===== src/hdl/hashed_name_table_macros.svh =====
// Assertion helpers shared by the blocks that check themselves.
`ifndef HASHED_NAME_TABLE_MACROS_SVH
`define HASHED_NAME_TABLE_MACROS_SVH

// Property that must hold at every clock edge out of reset.
`define HNT_ASSERT(lbl, prop, msg) \
  lbl: assert property (@(posedge clk_i) disable iff (!rst_ni) (prop)) else $error(msg);

// Condition that must be followed by a consequence in the next cycle.
`define HNT_ASSERT_NEXT(lbl, pre, post, msg) \
  lbl: assert property (@(posedge clk_i) disable iff (!rst_ni) (pre) |=> (post)) else $error(msg);

`endif


===== src/hdl/hnt_pkg.sv =====
package hnt_pkg;

  // Store geometry.
  localparam int unsigned DEPTH       = 1024;
  localparam int unsigned VALUE_WIDTH = 64;
  localparam int unsigned ADDR_W      = $clog2(DEPTH);

  // Fixed field widths.
  localparam int unsigned CNT_W   = 11;  // table_size register
  localparam int unsigned HASH_W  = 64;
  localparam int unsigned DATA_W  = 64;
  localparam int unsigned SLOT_W  = 10;
  localparam int unsigned BITC_W  = $clog2(HASH_W);
  localparam int unsigned CMP_W   = (ADDR_W > CNT_W) ? ADDR_W : CNT_W;
  localparam int unsigned CFG_IDX_W = 2;

  // Operation codes.
  localparam logic [1:0] KIND_SET  = 2'd0;
  localparam logic [1:0] KIND_GET  = 2'd1;
  localparam logic [1:0] KIND_FILL = 2'd2;

  // Result status codes.
  localparam logic [1:0] STATUS_OK           = 2'd0;
  localparam logic [1:0] STATUS_FILL_REFUSED = 2'd1;
  localparam logic [1:0] STATUS_NOT_FOUND    = 2'd2;

  // Register indexes.
  localparam logic [CFG_IDX_W-1:0] CFG_TABLE_SIZE   = 2'd0;
  localparam logic [CFG_IDX_W-1:0] CFG_POINTER_MODE = 2'd1;

  localparam logic [CNT_W-1:0] TABLE_SIZE_RST = 11'd1024;

  typedef enum logic [2:0] {
    ST_CLEAR,
    ST_IDLE,
    ST_DIV,
    ST_EXEC,
    ST_READ,
    ST_FILL,
    ST_RESP
  } state_e;

  typedef struct packed {
    logic accept;       // input transaction taken this cycle
    logic div_step;     // one restoring-division step
    logic sweep_clr;    // rewind the sweep address
    logic clr_wr;       // write zero at the sweep address
    logic fill_wr;      // write the fill value at the sweep address
    logic set_wr;       // write the set value at the hashed slot
    logic get_rd;       // read the hashed slot
    logic load_result;  // capture the result into the output register
  } hnt_cmd_t;

  typedef struct packed {
    logic       div_last;
    logic       sweep_end_depth;
    logic       sweep_end_count;
    logic       pointer_mode;
    logic [1:0] kind;
    logic       out_busy;
  } hnt_sts_t;

endpackage


===== src/hdl/hnt_dpath.sv =====
module hnt_dpath import hnt_pkg::*; (
  input  logic                   clk_i,
  input  logic                   rst_ni,
  // configuration
  input  logic                   cfg_valid_i,
  output logic                   cfg_ready_o,
  input  logic [CFG_IDX_W-1:0]   cfg_index_i,
  input  logic [CNT_W-1:0]       cfg_data_i,
  // input payload
  input  logic [1:0]             kind_i,
  input  logic [7:0]             name_byte_i,
  input  logic                   last_i,
  input  logic [DATA_W-1:0]      write_value_i,
  // controller
  input  hnt_cmd_t               cmd_i,
  output hnt_sts_t               sts_o,
  // store port
  output logic                   ram_we_o,
  output logic                   ram_re_o,
  output logic [ADDR_W-1:0]      ram_addr_o,
  output logic [VALUE_WIDTH-1:0] ram_wdata_o,
  input  logic [VALUE_WIDTH-1:0] ram_rdata_i,
  // result channel
  output logic                   out_valid_o,
  input  logic                   out_stall_i,
  output logic [1:0]             status_o,
  output logic [DATA_W-1:0]      read_value_o,
  output logic [SLOT_W-1:0]      slot_index_o
);

  logic [CNT_W-1:0]       table_size_q;
  logic                   pointer_mode_q;
  logic [HASH_W-1:0]      hash_q, hash_upd;
  logic [HASH_W-1:0]      dividend_q;
  logic [CNT_W-1:0]       rem_q;
  logic [CNT_W:0]         rem_shift;
  logic [BITC_W-1:0]      bit_cnt_q;
  logic [1:0]             kind_q;
  logic [VALUE_WIDTH-1:0] wval_q;
  logic [ADDR_W-1:0]      sweep_q;
  logic [CNT_W-1:0]       count;
  logic [CNT_W+ADDR_W-1:0] slot_wide;
  logic [ADDR_W-1:0]      slot;
  logic                   out_valid_q;
  logic [1:0]             status_q, status_d;
  logic [DATA_W-1:0]      rval_q, rval_d;
  logic [SLOT_W-1:0]      slot_idx_q;

  assign cfg_ready_o = 1'b1;

  always_ff @(posedge clk_i or negedge rst_ni) begin
    if (!rst_ni) begin
      table_size_q   <= TABLE_SIZE_RST;
      pointer_mode_q <= 1'b0;
    end else if (cfg_valid_i) begin
      unique case (cfg_index_i)
        CFG_TABLE_SIZE:   table_size_q   <= cfg_data_i;
        CFG_POINTER_MODE: pointer_mode_q <= cfg_data_i[0];
        default:          ;
      endcase
    end
  end

  // Slots in use: zero acts as one, anything past the store acts as the store size.
  always_comb begin
    if (table_size_q == '0) begin
      count = CNT_W'(1);
    end else if (32'(table_size_q) > DEPTH) begin
      count = CNT_W'(DEPTH);
    end else begin
      count = table_size_q;
    end
  end

  // hash * 97 + byte, as shifts and adds; a zero byte leaves the hash as it is.
  assign hash_upd = (name_byte_i == 8'd0) ? hash_q :
                    {hash_q[HASH_W-7:0], 6'b0} + {hash_q[HASH_W-6:0], 5'b0} +
                    hash_q + HASH_W'(name_byte_i);

  always_ff @(posedge clk_i or negedge rst_ni) begin
    if (!rst_ni) begin
      hash_q <= '0;
    end else if (cmd_i.accept) begin
      hash_q <= last_i ? '0 : hash_upd;
    end
  end

  // Restoring division, one quotient bit a cycle; only the remainder is kept.
  assign rem_shift = {rem_q, dividend_q[HASH_W-1]};

  always_ff @(posedge clk_i) begin
    if (cmd_i.accept && last_i) begin
      dividend_q <= hash_upd;
      rem_q      <= '0;
      bit_cnt_q  <= BITC_W'(HASH_W - 1);
      kind_q     <= kind_i;
      wval_q     <= write_value_i[VALUE_WIDTH-1:0];
    end else if (cmd_i.div_step) begin
      dividend_q <= {dividend_q[HASH_W-2:0], 1'b0};
      bit_cnt_q  <= bit_cnt_q - BITC_W'(1);
      if (rem_shift >= {1'b0, count}) begin
        rem_q <= CNT_W'(rem_shift - {1'b0, count});
      end else begin
        rem_q <= rem_shift[CNT_W-1:0];
      end
    end
  end

  assign slot_wide = {{ADDR_W{1'b0}}, rem_q};
  assign slot      = slot_wide[ADDR_W-1:0];

  // Sweep address for the clearing pass and for fill.
  always_ff @(posedge clk_i or negedge rst_ni) begin
    if (!rst_ni) begin
      sweep_q <= '0;
    end else if (cmd_i.sweep_clr) begin
      sweep_q <= '0;
    end else if (cmd_i.clr_wr || cmd_i.fill_wr) begin
      sweep_q <= sweep_q + ADDR_W'(1);
    end
  end

  assign ram_we_o    = cmd_i.clr_wr || cmd_i.fill_wr || cmd_i.set_wr;
  assign ram_re_o    = cmd_i.get_rd;
  assign ram_addr_o  = (cmd_i.clr_wr || cmd_i.fill_wr) ? sweep_q : slot;
  assign ram_wdata_o = cmd_i.clr_wr ? '0 : wval_q;

  // Result assembly.
  always_comb begin
    status_d = STATUS_OK;
    rval_d   = '0;
    unique case (kind_q)
      KIND_GET: begin
        rval_d = DATA_W'(ram_rdata_i);
        if (pointer_mode_q && (ram_rdata_i == '0)) status_d = STATUS_NOT_FOUND;
      end
      KIND_FILL: begin
        if (pointer_mode_q) status_d = STATUS_FILL_REFUSED;
      end
      default: status_d = STATUS_OK;
    endcase
  end

  always_ff @(posedge clk_i or negedge rst_ni) begin
    if (!rst_ni) begin
      out_valid_q <= 1'b0;
    end else if (cmd_i.load_result) begin
      out_valid_q <= 1'b1;
    end else if (out_valid_q && !out_stall_i) begin
      out_valid_q <= 1'b0;
    end
  end

  always_ff @(posedge clk_i) begin
    if (cmd_i.load_result) begin
      status_q   <= status_d;
      rval_q     <= rval_d;
      slot_idx_q <= (kind_q == KIND_FILL) ? '0 : rem_q[SLOT_W-1:0];
    end
  end

  assign out_valid_o  = out_valid_q;
  assign status_o     = status_q;
  assign read_value_o = rval_q;
  assign slot_index_o = slot_idx_q;

  assign sts_o.div_last        = (bit_cnt_q == '0);
  assign sts_o.sweep_end_depth = (sweep_q == ADDR_W'(DEPTH - 1));
  assign sts_o.sweep_end_count = (CMP_W'(sweep_q) == CMP_W'(count - CNT_W'(1)));
  assign sts_o.pointer_mode    = pointer_mode_q;
  assign sts_o.kind            = kind_q;
  assign sts_o.out_busy        = out_valid_q && out_stall_i;

`include "hashed_name_table_macros.svh"

  `HNT_ASSERT(a_rem_below_count, cmd_i.div_step |-> (rem_q < count), "remainder reached the divisor")
  `HNT_ASSERT(a_fill_in_range, cmd_i.fill_wr |-> (CMP_W'(sweep_q) < CMP_W'(count)), "fill wrote past the slots in use")
  `HNT_ASSERT_NEXT(a_result_shown, cmd_i.load_result, out_valid_q, "loaded result not presented")

endmodule


===== config.mk =====
export PLATFORM = sky130hd
export DESIGN_NAME = hnt_dpath
export DESIGN_NICKNAME = d
export VERILOG_FILES = /design/src/hdl/hnt_pkg.sv /design/src/hdl/hnt_dpath.sv
export VERILOG_INCLUDE_DIRS = /design/src /design/src/hdl
export SDC_FILE = /design/constraint.sdc
export NUM_CORES = 1
export LEC_CHECK = 0
export ABC_CLOCK_PERIOD_IN_PS = 7000
export BUFFER_PORTS_ARGS = -buffer_cell sky130_fd_sc_hd__clkbuf_2
export CORE_ASPECT_RATIO = 1.2
export CORE_MARGIN = 2
export CORE_UTILIZATION = 40
export DETAILED_ROUTE_END_ITERATION = 8
export GPL_TIMING_DRIVEN = 0
export SYNTH_ARGS = -nofsm -noshare
export SYNTH_HDL_FRONTEND = slang
export SYNTH_SLANG_ARGS = --single-unit

===== constraint.sdc =====
create_clock -name clk_i -period 7 [get_ports clk_i]
set_clock_uncertainty 0.1 [all_clocks]
set_input_delay 1.05 -clock clk_i [delete_from_list [all_inputs] [get_ports clk_i]]
set_output_delay 1.05 -clock clk_i [all_outputs]
set_load 0.03 [all_outputs]

Word level (Yosys, flattened, before mapping)
Index checks and enable logic that the tools add are counted.
W data, S select, Z words.
{"block": "op_classes", "n_addsub": 7, "n_lt_le_gt_ge": 2, "eq_ne": 5, "muxes": 16, "reduce_logical": 17}
{"cell": "$mux W64", "count": 5}
{"cell": "$add A64 B64 Y64", "count": 2}
{"cell": "$add A64 B8 Y64", "count": 1}
{"cell": "$logic_not A64 Y1", "count": 1}
{"cell": "$mux W11", "count": 3}
{"cell": "$mux W10", "count": 3}
{"cell": "$ge A12 B11 Y1", "count": 1}
{"cell": "$eq A10 B11 Y1", "count": 1}
{"cell": "$gt A11 B11 Y1 const B", "count": 1}
{"cell": "$logic_not A11 Y1", "count": 1}
{"cell": "$sub A11 B1 Y11 const B", "count": 1}
{"cell": "$sub A11 B11 Y11", "count": 1}
{"cell": "$add A10 B1 Y10 const B", "count": 1}
{"cell": "$eq A10 B10 Y1 const B", "count": 1}
{"cell": "$logic_not A8 Y1", "count": 1}
{"cell": "$logic_not A6 Y1", "count": 1}
{"cell": "$reduce_bool A2 Y1", "count": 3}
{"cell": "$sub A6 B1 Y6 const B", "count": 1}
{"cell": "$eq A2 B1 Y1 const B", "count": 2}
{"cell": "$logic_and A1 B1 Y1", "count": 4}
{"cell": "$pmux W2 S2", "count": 1}
{"cell": "$reduce_and A2 Y1", "count": 2}
{"cell": "$mux W1", "count": 3}
{"cell": "$eq A2 B2 Y1 const B", "count": 1}
{"cell": "4 further kinds", "count": 5}
{"block": "word_totals", "regBits": 310, "word_cells": 60}

Depth between registers and ports, before layout
{"block": "logic_depth", "word_depth": 5, "depth_mapped": 19, "depth_no_buf": 18}

Least setup slack after synthesis
OpenSTA, ideal clock, no wires.
{"block": "synth_path", "path_type": "input to register", "startpoint": "input port name_byte_i[6]", "endpoint": "register dividend_q[62] (data pin)", "arrival_time_ps": 4607, "required_time_ps": 6525, "path_slack_ps": 1919, "path_stages": 16, "cell_sequence": "inv_1 > fa_1 > inv_1 > fa_1 > ha_1 > a21o_1 > a221o_1 > a21o_2 > a21oi_4 > o21ai_2 > a31oi_4 > o21ai_2 > a21oi_4 > mux2_2 > nor2_1 > a31oi_1"}
{"block": "synth_via", "elab_chain_cells": 3}
{"item": "start: declaration", "line_no": "hnt_dpath.sv:11", "text": "input logic [7:0] name_byte_i,"}
{"item": "$add A64 B8 Y64 or $logic_not A8 Y1 (tied branches)", "line_no": "hnt_dpath.sv:78, hnt_dpath.sv:76"}
{"item": "$mux W64 (*)", "line_no": "hnt_dpath.sv:76", "text": "assign hash_upd = (name_byte_i == 8'd0) ? hash_q :"}
{"item": "$mux W64 (*)", "line_no": "hnt_dpath.sv:92", "text": "if (cmd_i.accept && last_i) begin"}
{"item": "end signal: assignment", "line_no": "hnt_dpath.sv:93", "text": "dividend_q <= hash_upd;"}
{"item": "end signal: assignment", "line_no": "hnt_dpath.sv:99", "text": "dividend_q <= {dividend_q[HASH_W-2:0], 1'b0};"}
{"item": "end: declaration", "line_no": "hnt_dpath.sv:34", "text": "logic [HASH_W-1:0] dividend_q;"}
Mark *: on every way between the ends. The rest lies on a longest branch, timed or not.
A chain may end at the register's enable or synchronous reset.

Worst setup path after layout
{"block": "layout_path", "startpoint": "input port name_byte_i[6]", "endpoint": "register hash_q[63]"}
{"block": "layout_via", "elab_chain_cells": 3}
{"item": "$add A64 B8 Y64 or $logic_not A8 Y1 (tied branches)", "line_no": "hnt_dpath.sv:78, hnt_dpath.sv:76"}
{"item": "$mux W64 (*)", "line_no": "hnt_dpath.sv:76"}
{"item": "$mux W64 (*)", "line_no": "hnt_dpath.sv:84", "text": "hash_q <= last_i ? '0 : hash_upd;"}
{"item": "end signal: assignment", "line_no": "hnt_dpath.sv:84"}
{"item": "end: declaration", "line_no": "hnt_dpath.sv:33", "text": "logic [HASH_W-1:0] hash_q, hash_upd;"}
Marks and branches as above.

==> results_dict.tcl <==
set metrics [dict create \
    yosysTopAreaCell "edfxtp_1" \
    wl_met2_mm 30.3 \
    grtUsageTotal 0.228 \
    die_x_um 208 \
    coreArea_um2 49200 \
    drc 0 \
    cts_sinks 310 \
    overflow 0 \
    ys_seq_area_frac 0.436 \
    start_kind "primary input" \
    path_max_fanout 5 \
    relSlewSlack 0.300 \
    numCtsBuffers 30 \
    worstSkewPairLatency_ns 0.58 \
    syn_area_um2 20000 \
    die_area_um2 51700 \
    hold_viol 0 \
    cts_root_buf "clkbuf_16" \
    setup_viol 0 \
    area_growth_pct 17.5 \
    vdd_drop_max_v 0.000172 \
    fmax_mhz 179 \
    port_buffers 319 \
    clk_path_buf_depth 3 \
    rows 89 \
    ys_warn_count 0 \
    start_util 0.405 \
    via_per_inst 5.42 \
    worst_hold_path_type "in2async" \
    stdcell_count 3050 \
    synthDominantCellAreaShare 0.310 \
    post_cts_buffers 0 \
    syn-num-nets 2402 \
    yosys.cell_types.count 71 \
    ios 325 \
    ys_ff_latch 310 \
    final_antenna_net_count 0 \
    pwr_density_cell_nw_per_um2 457 \
    grt_max_degree 68 \
    maxCapViolCount 0 \
    dp_cells 2992 \
    fin_tns_setup_ns 0 \
    antenna_found_initial 2 \
    hpwlAfterDp_mm 48.5 \
    path_cells "clkbuf_2 -> inv_1 -> fa_1 -> inv_1 -> fa_1 -> ha_1 -> a21o_1 -> a31oi_1 -> a211o_1 -> nand2_1 -> o211ai_1 -> a211oi_1 -> nor3_1 -> o21ai_0 -> xnor2_1 -> o21ai_0 -> a22o_1" \
    crit_type "in2reg" \
    hold_buffers 0 \
    place_congestion 0.902 \
    status "finished clean" \
    synth_edf_count 206 \
    slew_violations 0 \
    grt_pass1_wl_mm 93.0 \
    htree_num_levels 1 \
    power_uw 10700 \
    end_kind "register" \
    wl_mm 60.6 \
    synthTopCellsByArea "edfxtp_1, dfrtp_1, ha_1, fa_1, nand2_1" \
    p_leak_uw 0.0108 \
    m1WireLength_mm 24.2 \
    ys.flop_type "edfxtp_1" \
    worst_pin_slew_ns 1.04 \
    final_common_cell "clkbuf_2" \
    crit_required_ns 7.35 \
    cp_slowest_cell "nor3_1" \
    avgSynthCellArea_um2 9.81 \
    first_pass_iters 7 \
    dr_wl_met3_mm 3.44 \
    fin_crit_sh 0.796 \
    cts_resized 0 \
    crit_path_max_incr_delay_ns 0.86 \
    synthCells 2033 \
    clk_pin_slew_ns 0.06 \
    fp.dieH_um 249 \
    grt_pass1_vias 16300 \
    layout.nets 2756 \
    synthArstFlopShare 0.281 \
    drive_above_1_share 0.170 \
    vias 16500 \
    cts_tree "yes" \
    wl_per_cell_um 19.9 \
    finalCriticalPeriod_ns 5.57 \
    mostFrequentLayoutCells "clkbuf_2, nand2_1, edfxtp_1" \
    hold_slack_ns 0.405 \
    arrival_ns 5.93 \
    rsz0062_at_grt "false" \
    first_iter_violations 1048 \
    highest-signal-layer "met5" \
]
## routing by layer
| metal | global-route usage | up-vias |
|---|---|---|
| li1 | - | 7873 |
| met1 | 0.276 | 7961 |
| met2 | 0.406 | 564 |
| met3 | 0.0306 | 118 |
| met4 | 0.0958 | 2 |
| met5 | 0 | - |
## worst max-delay path: cells and delay by family
kind | cells | cell delay [ns]
fa+ha+maj | 3 | 1.35
xor+xnor | 1 | 0.29
simple gates | 2 | 0.94
buf+inv | 3 | 0.19
compound gates | 8 | 2.10
## where the power goes
group	total (uW)	internal, uW	switching, uW	leakage, uW
Combinational	6340	2300	4040	0.00696
Clock	1650	932	713	0.000483
Sequential	2730	2440	291	0.00332
## worst paths after layout
check | slack (ns) | start | depth (start not counted) | end
min in group clk_i | 0.41 | rem_q[10] | 2 | rem_q[10]
worst max-delay path | 1.43 | name_byte_i[6] | 17 | hash_q[63]
worst min-delay path | 0.40 | rst_ni | 1 | table_size_q[8]
worst max register to register | 1.51 | hash_q[0] | 16 | hash_q[63]
max in group asynchronous | 5.64 | rst_ni | 2 | hash_q[48]
worst min register to register | 0.41 | rem_q[10] | 2 | rem_q[10]
## final cells by class
class / instances / area, um^2
Antenna cell: 2 / 5.00
Buffer: 109 / 439
Clock buffer: 46 / 871
Clock inverter: 10 / 120
Fill cell: 4681 / 25800
Inverter: 159 / 597
Multi-Input combinational cell: 1455 / 10200
Sequential cell: 310 / 8700
Tap cell: 637 / 797
Timing Repair Buffer: 322 / 1680
## flip-flops by register name, summed over array words and instances, names as in the netlist, 2 cells and up
name and count:
read_value_o 64, wval_q 64, status_o 2, sweep_q 10, slot_index_o 10, rem_q 11
kind_q 2, bit_cnt_q 6, dividend_q 64, hash_q 64, table_size_q 11
## cell families (layout without fill, tap and decap cells)
kind of cell / Yosys count / after routing / synth area share
other cells: 1 / 3 / 0.000188
simple gates: 669 / 669 / 0.164
xor+xnor: 88 / 88 / 0.0386
buf+inv: 268 / 646 / 0.0517
mux: 17 / 17 / 0.00928
flops: 310 / 310 / 0.436
compound gates: 475 / 475 / 0.148
fa+ha+maj: 205 / 205 / 0.152
## synth_stat cells, types with 6 or more instances
master,n
o221ai_1,14
a31oi_1,40
xor2_1,36
nand2_1,242
a21o_1,46
fa_1,62
inv_1,158
a22oi_1,11
o22ai_1,33
nor2_1,112
ha_1,143
buf_2,9
nand4_1,27
nor3_1,21
and2_1,74
clkbuf_1,90
o21a_1,7
dfxtp_1,17
mux2_2,12
and3_1,13
o21ai_0,127
or3_1,14
dfrtp_1,86
buf_1,6
and4_1,6
nor2b_1,81
edfxtp_1,206
o21bai_1,9
nand3_1,29
a21oi_1,129
nand3b_1,6
nand2b_1,9
nor4_1,21
xnor2_1,52
## stage by stage
| step | util | setup WS, ns | cell area [um^2] |
|---|---|---|---|
| after floorplan | - | 1.92 | 20000 |
| after global placement | 0.454 | 0.816 | 22300 |
| after detailed placement | 0.456 | 0.904 | 22400 |
| after CTS | 0.476 | 1.50 | 23400 |
| after global routing | 0.476 | 1.23 | 23400 |
| final | 0.476 | 1.43 | 23400 |
No activity file was read; power rests on OpenSTA's default activity.
