## src/hdl/hashed_name_table_macros.svh

```systemverilog
// Assertion helpers shared by the blocks that check themselves.
`ifndef HASHED_NAME_TABLE_MACROS_SVH
`define HASHED_NAME_TABLE_MACROS_SVH

// Property that must hold at every clock edge out of reset.
`define HNT_ASSERT(lbl, prop, msg) \
  lbl: assert property (@(posedge clk_i) disable iff (!rst_ni) (prop)) else $error(msg);

// Condition that must be followed by a consequence in the next cycle.
`define HNT_ASSERT_NEXT(lbl, pre, post, msg) \
  lbl: assert property (@(posedge clk_i) disable iff (!rst_ni) (pre) |=> (post)) else $error(msg);

`endif

```

## src/hdl/hnt_pkg.sv

```systemverilog
package hnt_pkg;

  // Store geometry.
  localparam int unsigned DEPTH       = 1024;
  localparam int unsigned VALUE_WIDTH = 64;
  localparam int unsigned ADDR_W      = $clog2(DEPTH);

  // Fixed field widths.
  localparam int unsigned CNT_W   = 11;  // table_size register
  localparam int unsigned HASH_W  = 64;
  localparam int unsigned DATA_W  = 64;
  localparam int unsigned SLOT_W  = 10;
  localparam int unsigned BITC_W  = $clog2(HASH_W);
  localparam int unsigned CMP_W   = (ADDR_W > CNT_W) ? ADDR_W : CNT_W;
  localparam int unsigned CFG_IDX_W = 2;

  // Operation codes.
  localparam logic [1:0] KIND_SET  = 2'd0;
  localparam logic [1:0] KIND_GET  = 2'd1;
  localparam logic [1:0] KIND_FILL = 2'd2;

  // Result status codes.
  localparam logic [1:0] STATUS_OK           = 2'd0;
  localparam logic [1:0] STATUS_FILL_REFUSED = 2'd1;
  localparam logic [1:0] STATUS_NOT_FOUND    = 2'd2;

  // Register indexes.
  localparam logic [CFG_IDX_W-1:0] CFG_TABLE_SIZE   = 2'd0;
  localparam logic [CFG_IDX_W-1:0] CFG_POINTER_MODE = 2'd1;

  localparam logic [CNT_W-1:0] TABLE_SIZE_RST = 11'd1024;

  typedef enum logic [2:0] {
    ST_CLEAR,
    ST_IDLE,
    ST_DIV,
    ST_EXEC,
    ST_READ,
    ST_FILL,
    ST_RESP
  } state_e;

  typedef struct packed {
    logic accept;       // input transaction taken this cycle
    logic div_step;     // one restoring-division step
    logic sweep_clr;    // rewind the sweep address
    logic clr_wr;       // write zero at the sweep address
    logic fill_wr;      // write the fill value at the sweep address
    logic set_wr;       // write the set value at the hashed slot
    logic get_rd;       // read the hashed slot
    logic load_result;  // capture the result into the output register
  } hnt_cmd_t;

  typedef struct packed {
    logic       div_last;
    logic       sweep_end_depth;
    logic       sweep_end_count;
    logic       pointer_mode;
    logic [1:0] kind;
    logic       out_busy;
  } hnt_sts_t;

endpackage

```

## src/hdl/hnt_ctrl.sv

```systemverilog
module hnt_ctrl import hnt_pkg::*; (
  input  logic     clk_i,
  input  logic     rst_ni,
  input  logic     in_valid_i,
  input  logic     last_i,
  output logic     in_stall_o,
  input  hnt_sts_t sts_i,
  output hnt_cmd_t cmd_o
);

  state_e state_q, state_d;

  always_ff @(posedge clk_i or negedge rst_ni) begin
    if (!rst_ni) begin
      state_q <= ST_CLEAR;
    end else begin
      state_q <= state_d;
    end
  end

  // Next state.
  always_comb begin
    state_d = state_q;
    unique case (state_q)
      ST_CLEAR: begin
        if (sts_i.sweep_end_depth) state_d = ST_IDLE;
      end
      ST_IDLE: begin
        if (in_valid_i && last_i) state_d = ST_DIV;
      end
      ST_DIV: begin
        if (sts_i.div_last) state_d = ST_EXEC;
      end
      ST_EXEC: begin
        unique case (sts_i.kind)
          KIND_GET:  state_d = ST_READ;
          KIND_FILL: state_d = sts_i.pointer_mode ? ST_RESP : ST_FILL;
          default:   state_d = ST_RESP;
        endcase
      end
      ST_READ: begin
        state_d = ST_RESP;
      end
      ST_FILL: begin
        if (sts_i.sweep_end_count) state_d = ST_RESP;
      end
      ST_RESP: begin
        if (!sts_i.out_busy) state_d = ST_IDLE;
      end
    endcase
  end

  // Commands.
  always_comb begin
    cmd_o = '0;
    unique case (state_q)
      ST_CLEAR: cmd_o.clr_wr = 1'b1;
      ST_IDLE:  cmd_o.accept = in_valid_i;
      ST_DIV:   cmd_o.div_step = 1'b1;
      ST_EXEC: begin
        unique case (sts_i.kind)
          KIND_SET:  cmd_o.set_wr = 1'b1;
          KIND_GET:  cmd_o.get_rd = 1'b1;
          KIND_FILL: cmd_o.sweep_clr = !sts_i.pointer_mode;
          default:   cmd_o = '0;
        endcase
      end
      ST_READ:  cmd_o = '0;
      ST_FILL:  cmd_o.fill_wr = 1'b1;
      ST_RESP:  cmd_o.load_result = !sts_i.out_busy;
    endcase
  end

  assign in_stall_o = (state_q != ST_IDLE);

`include "hashed_name_table_macros.svh"

  `HNT_ASSERT_NEXT(a_last_starts_div, in_valid_i && !in_stall_o && last_i, state_q == ST_DIV, "last byte did not start the modulo")
  `HNT_ASSERT(a_one_store_access, !(cmd_o.clr_wr && cmd_o.fill_wr) && !(cmd_o.set_wr && cmd_o.get_rd), "two store accesses in one cycle")

endmodule

```

## config.mk

```make
export PLATFORM = sky130hd
export DESIGN_NAME = hnt_ctrl
export DESIGN_NICKNAME = d
export VERILOG_FILES = /design/src/hdl/hnt_pkg.sv /design/src/hdl/hnt_ctrl.sv
export VERILOG_INCLUDE_DIRS = /design/src /design/src/hdl
export SDC_FILE = /design/constraint.sdc
export NUM_CORES = 1
export LEC_CHECK = 0
export BUFFER_PORTS_ARGS = -buffer_cell sky130_fd_sc_hd__buf_4
export CELL_PAD_IN_SITES_DETAIL_PLACEMENT = 0
export CELL_PAD_IN_SITES_GLOBAL_PLACEMENT = 2
export CORE_UTILIZATION = 21
export DETAILED_ROUTE_END_ITERATION = 10
export GPL_ROUTABILITY_DRIVEN = 1
export PLACE_DENSITY = 0.83
export SLEW_MARGIN = 0
export SYNTH_ARGS = -nofsm -noshare
export SYNTH_HDL_FRONTEND = slang
export SYNTH_SLANG_ARGS = --single-unit
```

## constraint.sdc

```tcl
create_clock -name clk_i -period 1.2 [get_ports clk_i]
set_input_delay 0.06 -clock clk_i [delete_from_list [all_inputs] [get_ports clk_i]]
set_output_delay 0.06 -clock clk_i [all_outputs]
set_load 0.005 [all_outputs]
```

### Word level (Yosys, flattened, before mapping)

Index checks and enable logic that the tools add are counted.

| storage, ports and cells | value |
|---|---|
| register bits after elaboration | 3 |
| bits of input ports | 11 |
| output and inout bits | 9 |
| logic and storage cells | 39 |

| operators by class | value |
|---|---|
| equality and inequality tests | 14 |
| muxes and demuxes | 18 |
| reduce and logical (&&, ||, !) cells | 6 |

Operator list:

| cell | count |
|---|---|
| 3-bit one-hot mux with 7 select lines | 1 |
| 3-bit 2-to-1 mux | 5 |
| 2-bit inequality test, second input constant | 5 |
| 3-bit == test, second input constant | 3 |
| 1-bit 2-to-1 mux | 9 |
| 3-bit by 2-bit == test with 1-bit output, second input constant | 2 |
| 5-bit AND reduction | 1 |
| 2-bit 2-to-1 mux | 2 |
| 2-bit one-hot mux with 2 select lines | 1 |
| 3-bit by 1-bit == test with 1-bit output, second input constant | 1 |
| 3-bit zero test | 1 |
| 3-bit by 1-bit inequality test with 1-bit output, second input constant | 1 |
| 2-bit by 1-bit == test with 1-bit output, second input constant | 1 |
| 2-bit == test, second input constant | 1 |
| 1-bit zero test | 2 |
| 2-bit zero test | 1 |
| 1-bit logical AND | 1 |

### Longest topological paths before layout

Gate-level depths: netlist of the first run.

| depth | value |
|---|---|
| depth after elaboration | 3 |
| gate-level depth with buffers | 5 |
| mapped depth without buffers | 5 |

### Worst setup path after synthesis of the first run

Ideal clock, no wire load.

| timing path | value |
|---|---|
| path type | flip-flop to flip-flop |
| start point | register state_q[1] |
| end point | register state_q[0] |
| setup time | 0.121 ns |
| data arrival time | 1.000 ns |
| data required time | 1.079 ns |
| slack | 0.079 ns |
| stages on the path, launching flop included | 4 |
| buffers on the path | 0 |
| clock period less this slack | 1.121 ns |
| cell sequence | dfrtp_1 > mux2_1 > o22a_1 > o22a_1 |

| between the ends | value |
|---|---|
| cells in the longest elaborated chain, start to end | 3 |
| elaborated cells on any way between the ends | 14 |
| classes of those cells | eq/ne (11); mux (1); reduce/logical (2) |

Ends and longest elaborated chain:

| element | line | text |
|---|---|---|
| from (decl) | hnt_ctrl.sv:11 | `state_e state_q, state_d;` |
| from (signal assigned) | hnt_ctrl.sv:17 | `state_q <= state_d;` |
| 3-bit by 1-bit == test with 1-bit output (tied with other cells) | hnt_ctrl.sv:24 | `unique case (state_q)` |
| 2-bit inequality test (no source line) | -- |  |
| 5-bit AND reduction (no source line) | -- |  |

Parallel ways exist; a longest one is shown, timed or not.
A chain may end at the register's enable or synchronous reset.

==> flow_metrics.env, run 1 <==
export IMPL_power_density_nw_per_um2=2307
export IMPL_synth_edf_count=0
export IMPL_hold_path_class="in -> async"
export IMPL_fin_crit_sh_pct=105.3
export IMPL_htreeDepth=1
export IMPL_vias=453
export IMPL_largest_register="state_q"
export IMPL_worstPathArrival_ns=1.20
export IMPL_wl_per_cell_um=11.92
export IMPL_gp_congestion=0.6876
export IMPL_drc=6
export IMPL_synth_top_area_share_pct=20.69
export IMPL_r2r_slack_ns=-0.03
export IMPL_finalInstanceArea_um2=732.0
export IMPL_fin_skew_ns=0.001610
export IMPL_viasPerCell=4.768
export IMPL_p_total_mw=1.688
export IMPL_slew_headroom_pct=82.24
export IMPL_yosysSeqAreaShare_pct=20.69
export IMPL_synth_distinct_cells=27
export IMPL_setup_worst_path_start_class="register"
export IMPL_track_usage_pct=14.54
export IMPL_ant_nets=0
export IMPL_grt_overflow_total=0
export IMPL_r2r_end="state_q[1]$_DFFE_PN0P_"
export IMPL_wl_um=1132
export IMPL_nets=94
export IMPL_tightestPinTransition_ns=0.2649
export IMPL_critPathMostFrequentCell="buf_6"
export IMPL_grt_start_max_net_pins=7
export IMPL_design_core_area_um2=1559
export IMPL_cp_slowest_stage_delay_ns=0.40
export IMPL_grt_pass1_wl_um=2001
export IMPL_die_area_um2=1898
export IMPL_drt_iter0_drc=10
export IMPL_reg2reg_from="state_q[2]$_DFFE_PN0P_"
export IMPL_cap_violations=0
export IMPL_antenna_found_initial=0
export IMPL_ys_async_sr_fraction_pct=100.0
export IMPL_clockBufferDepth=2
export IMPL_cts_tree="built"
export IMPL_synth_seq_cells=3
export IMPL_status="finished, violations left"
export IMPL_grt_pass1_vias=484
export IMPL_antenna_cells=0
export IMPL_fin_crit_ns=1.264
export IMPL_hpwl_um=683.6
export IMPL_worst_slack_ns=-0.06362
export IMPL_max_freq_ghz=0.7914
export IMPL_clk_latency_ns=0.23
export IMPL_ff_latch_area_um2=77.57
export IMPL_critPathKind="reg -> out"
export IMPL_synth_area_per_cell_um2=8.247
export IMPL_path_cells="buf_6, nor2_4, buf_6, and3_1, buf_4"
export IMPL_reg2regPathDepth=5
export IMPL_leakage_nw=0.3637
export IMPL_netlist_instances=44
export IMPL_syn_area_um2=362.8
export IMPL_ys_top_cells_by_count="4 x nand2_1, 3 x dfrtp_1, 3 x ha_1, 3 x inv_1, 3 x nor2_1"
export IMPL_drt_pass1_iterations=7
export IMPL_clock_sinks=3
export IMPL_yosysTopAreaCell="dfrtp_1"
export IMPL_cts_buffers=3
export IMPL_largest_register_ff_count=3
export IMPL_port_buffers=19
export IMPL_start_util_pct=23.27
export IMPL_crit_slowest_cell="dfrtp_1"
export IMPL_ys_warnings_count=0
export IMPL_worst_path_max_fanout=5
export IMPL_cts_clk_slew_worst_paths_ns=0.04
export IMPL_root_buffer="clkbuf_4"
export IMPL_rows=14
export IMPL_synth_nets=58
export IMPL_finalSetupViolations=7
export IMPL_drive_gt1_share_pct=65.82
export IMPL_place_area_um2=528.0
export IMPL_die_h_um=43.57
export IMPL_yosysMostFrequentCell="nand2_1"
export IMPL_fill_cells=160
export IMPL_crit_required_ns=1.14
export IMPL_vdd_ir_drop_max_uv=798.5
export IMPL_top_regs="state_q: 3 flops"
export IMPL_violations="design-rule violations, negative setup slack"
export IMPL_boundaryPins=20
export IMPL_cp_end_kind="primary output"
export IMPL_finalHoldViolations=0
export IMPL_multiInputGateArea_um2=317.8
export IMPL_syn_to_final_growth_pct=101.7
export IMPL_rsz0062_at_grt="true"
export IMPL_maxSlewViolCount=0
export IMPL_ys_flop_type="dfrtp_1"
export IMPL_yosys_top_cells_area="dfrtp_1 21%, ha_1 10%, buf_6 6.2%"
export IMPL_die_width_um=43.57
-- worst max-delay path, delay by kind of cell (launching register included) --
kind	cells	cell delay [ns]
flip-flops	1	0.40
buffers and inverters	3	0.35
AND/OR/NAND/NOR	2	0.23
-- per-stage QoR --
| stage | hold slack (ns) | std cells | util (%) | setup slack (ns) | setup TNS [ns] |
|---|---|---|---|---|---|
| after floorplan | -0.2356 | 44 | - | 0.07852 | 0 |
| after global placement | -0.1480 | 80 | 33.87 | 0.02139 | 0 |
| after detailed placement | -0.1483 | 80 | 33.87 | -0.00005551 | -0.00005551 |
| after CTS | 0.1444 | 95 | 45.67 | -0.07630 | -0.3011 |
| after global routing | 0.1509 | 95 | 46.95 | -0.1075 | -0.8024 |
| final | 0.1518 | 95 | 46.95 | -0.06362 | -0.2593 |
-- power breakdown --
group,switching [mW],total (mW),internal (mW)
Combinational,0.524,1.25,0.721
Sequential,0.102,0.265,0.163
Clock,0.0528,0.177,0.125
Total,0.679,1.69,1.01
-- worst max path at each step --
stage,from,to,slack [ns],cells after the start
finish,state_q[1]$_DFFE_PN0P_,cmd_o[7],-0.06,5
global route,state_q[1]$_DFFE_PN0P_,cmd_o[1],-0.11,5
CTS,state_q[1]$_DFFE_PN0P_,cmd_o[5],-0.08,4
detailed placement,state_q[2]$_DFFE_PN0P_,state_q[1]$_DFFE_PN0P_,-0.00006,4
global placement,state_q[2]$_DFFE_PN0P_,state_q[1]$_DFFE_PN0P_,0.02,4
floorplan,state_q[1]$_DFFE_PN0P_,state_q[0]$_DFFE_PN0P_,0.08,3
-- what timing repair did --
action,4_1_cts,5_1_grt
endpoints found under the setup margin,10,11
setup buffers,8,0
hold buffers,1,0
hold endpoints to repair,3,0
pin swaps,7,2
gates resized for setup,21,4
cloned,2,0
-- area by class of cell --
| class | instances | share of cell area [%] |
|---|---|---|
| inverters | 3 | 1.538 |
| clock buffers | 4 | 3.590 |
| repair buffers | 34 | 38.12 |
| flip-flops and latches | 3 | 10.60 |
| multi-input cells | 35 | 43.42 |
| well taps | 16 | 2.735 |
-- cell families (layout without fill, tap and decap cells) --
group / after synthesis / in the layout / synth area share (%)
flops: 3 / 3 / 20.69
compound gates: 10 / 10 / 19.31
fa+ha+maj: 3 / 3 / 10.35
buf+inv: 6 / 41 / 10.69
mux: 1 / 1 / 3.103
simple gates: 21 / 21 / 35.87
-- cells in the final DEF, fill, tap and decap left out, drive strengths merged, types with 2 or more instances in the layout --
cell and count:
buf 33, nand2 5, clkbuf 4, nor2 4, inv 3, ha 3
o21ai 3, dfrtp 3, and2 2, o22a 2, nor3 2, a21oi 2
-- routing by layer --
layer | wire, um | GRT usage [%] | vias up
li1 | - | - | 227
met1 | 442 | 15.56 | 208
met2 | 612 | 24.78 | 18
met3 | 78 | 2.917 | 0
met4 | 0 | 11.25 | 0
met5 | 0 | 0 | -
(Power assumes the default switching activity.)
==> run 2: changes to the inputs <==
--- a/config.mk
+++ b/config.mk
@@ -8,9 +8,10 @@
 export LEC_CHECK = 0
 export BUFFER_PORTS_ARGS = -buffer_cell sky130_fd_sc_hd__buf_4
 export CELL_PAD_IN_SITES_DETAIL_PLACEMENT = 0
-export CELL_PAD_IN_SITES_GLOBAL_PLACEMENT = 2
-export CORE_UTILIZATION = 21
+export CELL_PAD_IN_SITES_GLOBAL_PLACEMENT = 1
+export CORE_AREA = 2 2 39 41
 export DETAILED_ROUTE_END_ITERATION = 10
+export DIE_AREA = 0 0 41 43
 export GPL_ROUTABILITY_DRIVEN = 1
 export PLACE_DENSITY = 0.83
 export SLEW_MARGIN = 0
==> run 2 against run 1 <==
- the run ends with negative setup slack left
- largest cell class unchanged
- worst setup slack lost 0.039 ns
- flip-flop and latch count is the same
- first-iteration DRC count shrank 70%
- global-route usage down 0.99 points
- final area is 5.6% lower
- combinational power down 11%
- register-to-register slack improved by 0.02 ns
==> flow_metrics.env, run 2 (synthesized netlist as in run 1, its figures left out) <==
export IMPL_status="finished, violations left"
export IMPL_violations="negative setup slack"
export IMPL_wl_um=1098
export IMPL_drt_pass1_iterations=4
export IMPL_vias=435
export IMPL_top_regs="state_q: 3 flops"
export IMPL_tightestPinTransition_ns=0.2630
export IMPL_die_area_um2=1763
export IMPL_layout_commonest_cell="buf_4"
export IMPL_cts_clk_slew_worst_paths_ns=0.04
export IMPL_root_buffer="clkbuf_4"
export IMPL_wl_per_cell_um=12.07
export IMPL_reg2reg_from="state_q[1]$_DFFE_PN0P_"
export IMPL_fin_skew_ns=0.002451
export IMPL_max_freq_ghz=0.7678
export IMPL_syn_to_final_growth_pct=90.34
export IMPL_fin_crit_sh_pct=108.5
export IMPL_power_density_nw_per_um2=2248
export IMPL_setup_worst_path_start_class="register"
export IMPL_crit_required_ns=1.14
export IMPL_final_cell_mix="23 x buf_4, 6 x buf_6"
export IMPL_crit_slowest_cell="dfrtp_1"
export IMPL_worst_slack_ns=-0.1025
export IMPL_multiInputGateArea_um2=305.3
export IMPL_clock_sinks=3
export IMPL_rsz0062_at_grt="true"
export IMPL_critPathKind="reg -> out"
export IMPL_grt_pass1_wl_um=1614
export IMPL_cp_slowest_stage_delay_ns=0.39
export IMPL_start_util_pct=26.22
export IMPL_htreeDepth=1
export IMPL_clockBufferDepth=2
export IMPL_utilization_pct=49.91
export IMPL_rows=14
export IMPL_fill_cells=144
export IMPL_drc=0
export IMPL_critPathMostFrequentCell="buf_6"
export IMPL_hpwl_um=746.1
export IMPL_slew_headroom_pct=82.36
export IMPL_die_h_um=43
export IMPL_largest_register_ff_count=3
export IMPL_finalSetupViolations=9
export IMPL_boundaryPins=20
export IMPL_critPathBufInv=3
export IMPL_worst_path_max_fanout=8
export IMPL_ant_nets=0
export IMPL_finalHoldViolations=0
export IMPL_fin_crit_ns=1.302
export IMPL_cts_buffers=3
export IMPL_maxSlewViolCount=0
export IMPL_nets=90
export IMPL_path_cells="buf_6, nor2_4, buf_6, and3_4, buf_6"
export IMPL_ff_latch_area_um2=77.57
export IMPL_largest_register="state_q"
export IMPL_cap_violations=0
export IMPL_timing_hold_ws_ns=0.1659
export IMPL_viasPerCell=4.780
export IMPL_place_inst=80
export IMPL_antenna_cells=0
export IMPL_drt_iter0_drc=3
export IMPL_clk_latency_ns=0.23
export IMPL_hold_path_class="in -> async"
export IMPL_cp_end_kind="primary output"
export IMPL_vdd_ir_drop_max_uv=843.7
export IMPL_grt_pass1_vias=415
export IMPL_die_width_um=41
export IMPL_grt_start_max_net_pins=10
export IMPL_leakage_nw=0.3331
export IMPL_crit_path_start="state_q[1]$_DFFE_PN0P_"
export IMPL_gp_congestion=0.7180
export IMPL_cts_tree="built"
export IMPL_crit_family="flip-flops"
export IMPL_antenna_found_initial=0
export IMPL_fin_cells=91
export IMPL_track_usage_pct=13.55
export IMPL_worstPathArrival_ns=1.24
export IMPL_design_core_area_um2=1384
export IMPL_port_buffers=19
export IMPL_drive_gt1_share_pct=64.00
export IMPL_grt_overflow_total=0
[run 2: per-layer routing]
layer | vias up | share of wire [%] | wire length, um | global-route usage [%]
met1 | 202 | 38 | 415 | 14.15
met3 | 0 | 6.9 | 76 | 3.141
met2 | 16 | 55 | 606 | 22.81
li1 | 217 | - | - | -
met5 | - | 0 | 0 | 0
met4 | 0 | 0 | 0 | 8.000
[run 2: repair_timing]
action	in CTS	in global routing
endpoints found under the hold margin	3	0
gates cloned	0	0
setup endpoints to repair	10	11
setup buffers	5	1
hold buffers	1	0
pin swaps	0	5
gates resized for setup	10	12
[run 2: path summary, 6_finish.rpt]
path                                          end  slack [ns]  cells after the start
setup / recovery                         cmd_o[7]       -0.10                      5
hold / removal             state_q[0]$_DFFE_PN0P_        0.17                      2
setup reg to reg           state_q[1]$_DFFE_PN0P_       -0.01                      6
hold reg to reg            state_q[1]$_DFFE_PN0P_        0.69                      2
max in group asynchronous  state_q[2]$_DFFE_PN0P_        0.93                      2
min in group clk_i         state_q[1]$_DFFE_PN0P_        0.20                      3
[run 2: final cells by class]
class                           instances  area share [%]
Inverter                                3           1.630
Sequential cell                         3           11.23
Multi-Input combinational cell         35           44.20
Clock buffer                            4           3.804
Tap cell                               16           2.899
Timing Repair Buffer                   30           36.23
[run 2: stage by stage]
stage               setup slack (ns)  area, um2  setup TNS [ns]  power, mW
CTS                         -0.06932      631.9         -0.4007      1.372
detailed placement          -0.01826      528.0        -0.01826     0.9831
global route                 -0.1399      690.7          -1.039      1.695
global placement             0.03555      528.0               0     0.9705
finish                       -0.1025      690.7         -0.4396      1.552
floorplan                    0.07852      362.8               0     0.7341
[run 2: power breakdown]
| group | internal [mW] | switching (mW) |
|---|---|---|
| registers | 0.163 | 0.101 |
| clock network | 0.125 | 0.0505 |
| logic | 0.649 | 0.464 |
| total | 0.936 | 0.616 |
==> run 3: changes to the inputs <==
--- a/config.mk
+++ b/config.mk
@@ -7,13 +7,11 @@
 export NUM_CORES = 1
 export LEC_CHECK = 0
 export BUFFER_PORTS_ARGS = -buffer_cell sky130_fd_sc_hd__buf_4
-export CELL_PAD_IN_SITES_DETAIL_PLACEMENT = 0
-export CELL_PAD_IN_SITES_GLOBAL_PLACEMENT = 1
 export CORE_AREA = 2 2 39 41
 export DETAILED_ROUTE_END_ITERATION = 10
 export DIE_AREA = 0 0 41 43
 export GPL_ROUTABILITY_DRIVEN = 1
-export PLACE_DENSITY = 0.83
+export PLACE_DENSITY = 0.65
 export SLEW_MARGIN = 0
 export SYNTH_ARGS = -nofsm -noshare
 export SYNTH_HDL_FRONTEND = slang
==> run 3 against run 2 <==
- the run still ends with negative setup slack left
- routed wire length decreased by 11%
- non-clock buffer count decreased by 1
- final area decreased by 1.4%
- cell count decreased by 1.1%
- clock power about the same
- flip-flop and latch count unchanged
- global-route usage decreased by 0.19 points
- via count decreased by 4.6%
- core utilization decreased by 0.72 points
- highest routed layer is now met4
- sequential share of layout area about the same
- combinational power decreased by 6%
- power decreased by 4.5%
==> flow_metrics.env, run 3 (synthesized netlist as in run 1, its figures left out) <==
export IMPL_status="finished, violations left"
export IMPL_violations="negative setup slack"
export IMPL_syn_to_final_growth_pct=87.59
export IMPL_port_buffers=19
export IMPL_cap_violations=0
export IMPL_finalSetupViolations=8
export IMPL_die_h_um=43
export IMPL_slew_headroom_pct=82.40
export IMPL_boundaryPins=20
export IMPL_antenna_cells=0
export IMPL_rsz0062_at_grt="true"
export IMPL_rows=14
export IMPL_power_density_nw_per_um2=2179
export IMPL_drt_iter0_drc=4
export IMPL_grt_start_max_net_pins=12
export IMPL_die_width_um=41
export IMPL_tns_ns=-0.2649
export IMPL_final_cell_mix="21 x buf_4, 6 x buf_6"
export IMPL_drc=0
export IMPL_p_total_mw=1.483
export IMPL_switchingPower_mw=0.6079
export IMPL_cts_clk_slew_worst_paths_ns=0.03
export IMPL_place_inst=79
export IMPL_clkPwrFrac_pct=11.7
export IMPL_worst_slack_ns=-0.06490
export IMPL_vdd_ir_drop_max_uv=1293
export IMPL_antenna_found_initial=0
export IMPL_nets=89
export IMPL_vias=415
export IMPL_place_area_um2=520.5
export IMPL_design_core_area_um2=1384
export IMPL_drt_pass1_iterations=2
export IMPL_tightestPinTransition_ns=0.2640
export IMPL_drive_gt1_share_pct=59.46
export IMPL_cts_buffers=3
export IMPL_fin_crit_sh_pct=105.4
export IMPL_worst_path_max_fanout=4
export IMPL_largest_register_ff_count=3
export IMPL_grt_pass1_wl_um=1552
export IMPL_crit_required_ns=1.14
export IMPL_clock_sinks=3
export IMPL_track_usage_pct=13.37
export IMPL_crit_path_start="state_q[1]$_DFFE_PN0P_"
export IMPL_pwr_share_comb_pct=70.4
export IMPL_timing_hold_ws_ns=0.1616
export IMPL_fin_crit_ns=1.265
export IMPL_utilization_pct=49.19
export IMPL_hpwl_um=673.9
export IMPL_reg2reg_from="state_q[2]$_DFFE_PN0P_"
export IMPL_htreeDepth=1
export IMPL_cts_tree="built"
export IMPL_finalInstanceArea_um2=680.7
export IMPL_fin_cells=90
export IMPL_worstPathArrival_ns=1.20
export IMPL_clockBufferDepth=2
export IMPL_pre_cts_slack_ns=-0.04896
export IMPL_reg2regPathDepth=4
export IMPL_setup_worst_path_start_class="register"
export IMPL_start_util_pct=26.22
export IMPL_die_area_um2=1763
export IMPL_ant_nets=0
export IMPL_top_regs="state_q: 3 flops"
export IMPL_r2r_end="state_q[1]$_DFFE_PN0P_"
export IMPL_clk_latency_ns=0.23
export IMPL_layout_commonest_cell="buf_4"
export IMPL_leakage_nw=0.3434
export IMPL_critPathKind="reg -> out"
export IMPL_largest_register="state_q"
export IMPL_max_freq_ghz=0.7906
export IMPL_power_switching_share_pct=40.99
export IMPL_r2r_slack_ns=0.01
export IMPL_p_int_mw=0.8751
export IMPL_pwr_share_seq_pct=17.9
export IMPL_fin_skew_ns=0.0002424
export IMPL_grt_overflow_total=0
export IMPL_finalHoldViolations=0
export IMPL_root_buffer="clkbuf_4"
export IMPL_wl_per_cell_um=10.89
export IMPL_gp_congestion=0.7439
export IMPL_maxSlewViolCount=0
export IMPL_grt_pass1_vias=400
export IMPL_hold_path_class="in -> async"
export IMPL_viasPerCell=4.611
export IMPL_cp_end_kind="primary output"
export IMPL_wl_um=980
-- run 3: cell types whose count changed in the layout (fill, tap and decap cells not counted), sizes merged --
cell,change
buf,-1
-- run 3: repair_timing --
item / in CTS / in global routing
setup buffers: 5 / 1
endpoints found under the hold margin: 3 / 0
setup endpoints to repair: 10 / 11
hold buffers: 1 / 0
gates cloned: 1 / 0
resized for setup: 11 / 8
pin swaps: 2 / 2
-- run 3: how the worst max path moves through the flow --
stage          depth (start not counted)                      to  slack [ns]
6_report                               4                cmd_o[3]       -0.06
5_1_grt                                4                cmd_o[3]       -0.12
4_1_cts                                4                cmd_o[5]       -0.06
3_5_place_dp                           4  state_q[1]$_DFFE_PN0P_       -0.05
3_3_place_gp                           4  state_q[1]$_DFFE_PN0P_        0.01
2_1_floorplan                          3  state_q[0]$_DFFE_PN0P_        0.08
-- run 3: area by class of cell --
type | count | area, um2
flip-flops and latches | 3 | 76.32
well taps | 16 | 20.02
clock buffers | 4 | 26.28
inverters | 3 | 11.26
multi-input cells | 35 | 306.5
fillers | 132 | 703.2
repair buffers | 29 | 240.2
-- run 3: worst max-delay path, stage by stage, from the launching register on --
cell,delay [ns]
dfrtp_1,0.39
buf_4,0.14
buf_2,0.13
and3b_1,0.20
buf_4,0.10
-- run 3: layer usage --
layer / up-vias / global-route usage [%] / part of all wire (%)
met4: 0 / 6.000 / 1.3
met3: 2 / 6.283 / 6.1
met2: 16 / 20.63 / 51
met1: 181 / 14.84 / 42
met5: - / 0 / 0
li1: 216 / - / -
-- run 3: power by group through the flow --
stage               logic (mW)  clock network (mW)  registers, mW
detailed placement       0.718                   0          0.238
floorplan                0.534                   0          0.200
CTS                      0.934               0.183          0.252
finish                    1.04               0.173          0.266
global route              1.14               0.196          0.278
global placement         0.714                   0          0.237
